===== src/sv/mm_pkg.sv =====
`timescale 1ns / 1ps

package mm_pkg;

  // Operation codes of an input item
  localparam logic [1:0] OP_LOAD_A = 2'd0;
  localparam logic [1:0] OP_LOAD_B = 2'd1;
  localparam logic [1:0] OP_COMPUTE = 2'd2;

  // Configuration register indexes
  localparam logic [1:0] REG_ROWS = 2'd0;
  localparam logic [1:0] REG_INNER = 2'd1;
  localparam logic [1:0] REG_COLS = 2'd2;

  // Command kinds held in the queue
  localparam logic [1:0] CMD_LOAD_A = 2'd0;
  localparam logic [1:0] CMD_LOAD_B = 2'd1;
  localparam logic [1:0] CMD_COMPUTE = 2'd2;

  typedef struct packed {
    logic [1:0]  kind;
    logic [2:0]  row;
    logic [2:0]  col;
    logic [31:0] data;
  } cmd_t;

  typedef struct packed {
    logic [3:0] rows;
    logic [3:0] inner;
    logic [3:0] cols;
  } dims_t;

endpackage


===== src/sv/mm_queue.sv =====
`timescale 1ns / 1ps

module mm_queue (
  input  logic         clk,
  input  logic         rst,
  input  logic         push,
  input  mm_pkg::cmd_t push_cmd,
  input  logic         pop,
  output logic         full,
  output logic         empty,
  output mm_pkg::cmd_t head
);

  mm_pkg::cmd_t entries [4];
  logic [1:0] wr_ptr;
  logic [1:0] rd_ptr;
  logic [2:0] count;

  assign full = (count == 3'd4);
  assign empty = (count == 3'd0);
  assign head = entries[rd_ptr];

  always_ff @(posedge clk) begin
    if (push) begin
      entries[wr_ptr] <= push_cmd;
    end
  end

  always_ff @(posedge clk) begin
    if (rst) begin
      wr_ptr <= '0;
      rd_ptr <= '0;
      count <= '0;
    end else begin
      if (push) wr_ptr <= wr_ptr + 2'd1;
      if (pop) rd_ptr <= rd_ptr + 2'd1;
      count <= count + 3'(push) - 3'(pop);
    end
  end

endmodule


===== config.mk =====
export PLATFORM = sky130hd
export DESIGN_NAME = mm_queue
export DESIGN_NICKNAME = d
export VERILOG_FILES = /design/src/sv/mm_pkg.sv /design/src/sv/mm_queue.sv
export SDC_FILE = /design/constraint.sdc
export NUM_CORES = 1
export LEC_CHECK = 0
export BUFFER_PORTS_ARGS = -buffer_cell sky130_fd_sc_hd__buf_4
export CORE_UTILIZATION = 55
export CTS_CLUSTER_DIAMETER = 150
export DETAILED_ROUTE_END_ITERATION = 16
export PLACE_DENSITY = 0.86
export SYNTH_ARGS = -nofsm -noshare
export SYNTH_HDL_FRONTEND = slang
export SYNTH_SLANG_ARGS = --single-unit

===== constraint.sdc =====
create_clock -name clk -period 6.24 [get_ports clk]
set_clock_uncertainty 0.15 [all_clocks]
set_input_delay 0.624 -clock clk [delete_from_list [all_inputs] [get_ports clk]]
set_output_delay 0.624 -clock clk [all_outputs]
set_load 0.03 [all_outputs]

==> impl_metrics.yaml, run 1 <==
floorplan:
  core_um2: 10980
  pin_count: 86
  die_area_um2: 11800
  die_w_um: 108.7
  rows: 38
  initial_utilization: 0.5696
  die_h_um: 108.7
worst_setup_path:
  cp_common_cell: "buf_4"
  end_kind: "primary output"
  crit_chain: "buf_4, mux4_2, buf_4"
  worst-path-buf-inv: 2
  worstPathMaxFanout: 23
  worstSetupPathType: "flop to primary output"
  max_stage_delay_ps: 890
  cp_top_family: "flip-flops"
  critPathRequiredTime_ps: 5470
  startpoint_type: "flop"
  slowest_stage: "dfxtp_2"
  cp.arrival_ps: 2560
outcome:
  status: "complete, no violations"
sta:
  final-hold-violation-count: 0
  tns_ps: 0
  fin_ws_ps: 2903
  tightest_slew_ps: 1098
  max_freq_mhz: 299.6
  fin_crit_sh: 0.5348
  fin_crit_ps: 3337
  max_slew_margin: 0.2681
  slew_viol_final: 0
  whs_ps: 251.3
  rsz0062_at_grt: "false"
  setup_viol: 0
global_routing:
  grt_use_total: 0.1919
  grt_pass1_vias: 2963
  grt_first_pass_wirelength_mm: 15.67
  antenna_found_initial: 0
  grt_max_degree: 41
  overflow: 0
hold_path:
  hp-class: "primary input to flop"
finish:
  final_nets: 398
  diodes: 0
  drive_gt1_frac: 0.4500
  areaGrowthSynthToFinish_pct: 21.04
clock_tree:
  clockBufferDepth: 2
  cts_tree: "built"
  cts_hold_buf: 0
  clkLatencyLatePin_ps: 420
  root_buffer: "clkbuf_16"
  ctsResizeCount: 0
  cts_setup_buffers: 0
  clock-sinks: 169
  clk_pin_slew_ps: 60
  numCtsBuffers: 17
  htreeDepth: 4
run:
  drv_cap: 0
synth:
  syn_inst: 251
  post-synth-top-area-fraction: 0.7680
  yosysTopAreaCell: "edfxtp_1"
  syn_avg_cell_area_um2: 24.92
  synth-seq-cells: 169
  ys_warn_count: 0
  syn_nets: 302
  yosys-top-cells-area: "edfxtp_1 (77%), mux4_2 (14%), dfxtp_1 (2.9%)"
  syn_area_um2: 6256
  yosysSeqAreaShare: 0.7968
  synth.distinct_cells: 20
power:
  power_mw: 2.716
  peakVddDrop_v: 0.0002481
  p_per_area_nw_per_um2: 358.7
  cellLeakagePower_nw: 2.599
placed_design:
  preCtsSetupSlack_ps: 3233
  gp_congestion: 0.6463
  io_buffers: 85
  dpl.hpwl_mm: 5.934
detailed_routing:
  wire_per_inst_um: 20.40
  route.detailed.drc: 0
  routed_via_density: 5.610
  drtPass1Iterations: 5
  vias: 2805
  antenna_left: 0
  routed_wl_mm: 10.20
  first_iter_violations: 139
==> path summary, 6_finish.rpt <==
| check | start | to | slack [ps] | cells past startpoint |
|---|---|---|---|---|
| setup / recovery | flop | head[15] | 2900 | 3 |
| hold reg to reg | rd_ptr[1] | flop | 370 | 2 |
| hold / removal | push_cmd[7] | entries[3][7] | 250 | 1 |
| setup reg to reg | wr_ptr[0] | entries[0][13] | 4250 | 3 |
==> cells by family (layout without fill, tap and decap cells) <==
logic type,Yosys count,in the layout,share of synthesized area
AOI/OAI and AO/OA,2,2,0.002399
DFF,169,169,0.7968
buffers and inverters,15,124,0.02140
xor gates and xnor gates,3,3,0.006600
adders and majority gates,7,7,0.01520
muxes,41,41,0.1456
and+or+nand+nor,14,14,0.01200
==> registers in the layout (all words and copies together), names as in the netlist, named ones only <==
| register | cells |
|---|---|
| entries | 160 |
| count | 3 |
| rd_ptr | 2 |
| wr_ptr | 2 |
==> cell type report <==
type	instances	area, um2
sequential	169	4987
fill	686	3411
multi-input combinational	67	1142
timing repair buffer	86	645.6
clock buffer	17	425.4
tap	140	175.2
clock inverter	15	173.9
inverter	6	22.52
==> cell usage in the layout (no fill, tap or decap) <==
| cell | Yosys | layout |
|---|---|---|
| and3_1 | 1 | 1 |
| nor3_1 | 1 | 1 |
| clkinvlp_4 | 0 | 2 |
| nand3b_1 | 1 | 1 |
| ha_1 | 6 | 6 |
| a21bo_2 | 1 | 1 |
| clkinv_2 | 0 | 1 |
| fa_1 | 1 | 1 |
| bufinv_16 | 0 | 3 |
| clkinv_4 | 0 | 2 |
| buf_4 | 0 | 86 |
| a21oi_1 | 1 | 1 |
| xnor2_1 | 2 | 2 |
| xor3_1 | 1 | 1 |
| mux2i_1 | 1 | 1 |
| clkbuf_16 | 0 | 17 |
| inv_1 | 6 | 6 |
| nor2_1 | 5 | 5 |
| dfxtp_2 | 0 | 2 |
| inv_6 | 0 | 4 |
| nor2b_1 | 2 | 2 |
| mux4_2 | 40 | 40 |
| edfxtp_1 | 160 | 160 |
| clkinv_1 | 0 | 3 |
| and2_2 | 0 | 4 |
| dfxtp_1 | 9 | 7 |
==> where the power goes <==
group | switching (mW) | internal (mW)
Combinational | 0.179 | 0.149
Sequential | 0.0334 | 1.30
Clock | 0.419 | 0.630
Total | 0.632 | 2.08
==> stage by stage <==
| step | utilization | cell area, um2 | instances |
|---|---|---|---|
| floorplan | - | 6256 | 251 |
| global placement | 0.6349 | 6973 | 468 |
| detailed placement | 0.6349 | 6973 | 468 |
| CTS | 0.6895 | 7572 | 500 |
| global route | 0.6895 | 7572 | 500 |
| finish | 0.6895 | 7572 | 500 |
==> synthesized netlist by cell type <==
| library cell | count |
|---|---|
| ha_1 | 6 |
| and3_1 | 1 |
| edfxtp_1 | 160 |
| nor2b_1 | 2 |
| buf_12 | 4 |
| dfxtp_1 | 9 |
| inv_1 | 6 |
| a21bo_2 | 1 |
| buf_6 | 1 |
| fa_1 | 1 |
| xnor2_1 | 2 |
| and2_1 | 4 |
| buf_2 | 4 |
| nor2_1 | 5 |
| mux4_2 | 40 |
| xor3_1 | 1 |
| mux2i_1 | 1 |
| nor3_1 | 1 |
| nand3b_1 | 1 |
| a21oi_1 | 1 |
==> per-layer routing <==
layer,track usage,vias up,share of wire
met2,0.3278,101,0.53
met5,0,-,0
li1,-,1244,-
met1,0.2377,1452,0.40
met3,0.05918,8,0.065
met4,0.05502,0,0.0084
No activity file was read; power rests on OpenSTA's default activity.
==> run 2, diff against run 1 <==
- clock period: 6.24 -> 3.4 ns (I/O delays scaled with it)
==> run 2 against run 1 <==
Against the previous run:
- sequential power grew 82%
- non-clock buffer count grew 42
- cell count grew 8.4%
- largest cell class unchanged
- flip-flop and latch count is the same
- clock power grew 69%
- total power grew 79%
- die area is the same
- critical path type unchanged
- highest routed layer unchanged
- largest power group unchanged
- sequential share of layout area shrank 3.2 points
- count of clock-buffer cells in the layout grew 3
- register-to-register slack lost 2900 ps
==> impl_metrics.yaml, run 2 (synthesis results as in run 1) <==
clock_tree:
  clockBufferDepth: 2
  clk_pin_slew_ps: 60
  clkLatencyLatePin_ps: 410
  cts_tree: "built"
  cts_setup_buffers: 0
  ctsResizeCount: 0
  root_buffer: "clkbuf_16"
  clock-sinks: 169
  htreeDepth: 4
  numCtsBuffers: 17
  cts_hold_buf: 41
floorplan:
  die_h_um: 108.7
  core_um2: 10980
  initial_utilization: 0.5696
  rows: 38
  die_w_um: 108.7
  die_area_um2: 11800
  pin_count: 86
worst_setup_path:
  rr_worst_depth: 3
  cp.arrival_ps: 2180
  critPathRequiredTime_ps: 2910
  r2r-start: "wr_ptr[0]"
  timing.rr.end: "entries[2][21]"
  startpoint_type: "flop"
  worstPathMaxFanout: 25
  worstSetupPathType: "flop to primary output"
  r2r_slack_ps: 1350
  end_kind: "primary output"
detailed_routing:
  vias: 2950
  first_iter_violations: 129
  wire_per_inst_um: 19.50
  route.detailed.drc: 0
  routed_via_density: 5.443
  antenna_left: 0
  routed_wl_mm: 10.57
  drtPass1Iterations: 5
global_routing:
  grt_max_degree: 41
  overflow: 0
  grt_pass1_vias: 3177
  antenna_found_initial: 0
  grt_use_total: 0.1961
  grt_first_pass_wirelength_mm: 16.13
sta:
  fin_crit_sh: 0.7860
  slew_viol_final: 0
  fin_crit_ps: 2672
  max_freq_mhz: 374.2
  final-hold-violation-count: 0
  whs_ps: 88.10
  setup_viol: 0
  tns_ps: 0
  max_slew_margin: 0.2672
  rsz0062_at_grt: "false"
  tightest_slew_ps: 1099
finish:
  final_nets: 440
  top_regs: "entries (160), count (3)"
  drive_gt1_frac: 0.4104
  diodes: 0
  areaGrowthSynthToFinish_pct: 27.26
  layout_common_cells: "edfxtp_1 (160), buf_4 (86), dlygate4sd3_1 (41)"
  regMostFlops: "entries"
  final_common_cell: "edfxtp_1"
  largest_reg_flops: 160
  fillCellCount: 642
power:
  peakVddDrop_v: 0.0003163
  p_per_area_nw_per_um2: 612.2
  cellLeakagePower_nw: 2.766
hold_path:
  min_to: "wr_ptr[0]"
  holdCritStartpoint: "push"
  whs_path_depth: 3
  hp-class: "primary input to flop"
placed_design:
  gp_congestion: 0.6619
  dpl.hpwl_mm: 5.947
  io_buffers: 85
run:
  drv_cap: 0
outcome:
  status: "complete, no violations"
## run 2: layout make-up
type	instances	area [um2]	share of cell area
Sequential cell	169	4987	0.6264
Multi-Input combinational cell	67	1142	0.1435
Timing Repair Buffer	128	1076	0.1352
Clock buffer	20	467.9	0.05878
Tap cell	140	175.2	0.02200
Clock inverter	12	90.09	0.01132
Inverter	6	22.52	0.002829
## run 2: worst max-delay path by stage
stage,from,end,slack [ps],cells past startpoint
6_report,flop,head[23],730,3
4_1_cts,flop,head[6],630,3
3_5_place_dp,flop,head[6],1080,3
2_1_floorplan,wr_ptr[0],entries[2][0],1340,3
5_1_grt,flop,head[23],560,3
3_3_place_gp,flop,head[23],1110,3
## run 2: report_power, final
group / leakage (nW) / switching [mW] / internal (mW) / total, mW
clock: 0.274 / 0.769 / 1.00 / 1.77
combinational: 0.948 / 0.351 / 0.308 / 0.659
sequential: 1.54 / 0.0485 / 2.39 / 2.44
## run 2: worst max-delay path, cell delays in order, from the launching register on
cell and delay (ps):
dfxtp_2 700, buf_12 300, mux4_2 550, buf_4 190
## run 2: through the flow
step / util / setup WS [ps] / total power, mW / instances / cell area (um2)
after floorplan: - / 1338 / 2.890 / 251 / 6256
after global placement: 0.6367 / 1108 / 3.095 / 469 / 6993
after detailed placement: 0.6367 / 1084 / 3.118 / 469 / 6993
after CTS: 0.7249 / 634.3 / 4.911 / 542 / 7961
after global routing: 0.7249 / 562.0 / 5.034 / 542 / 7961
final: 0.7249 / 727.7 / 4.874 / 542 / 7961
## run 2: routing by layer
metal	vias up	part of all wire	GRT usage
met3	14	0.047	0.05320
met4	0	0.011	0.07143
met1	1517	0.43	0.2475
met5	-	0	0
li1	1326	-	-
met2	93	0.52	0.3287
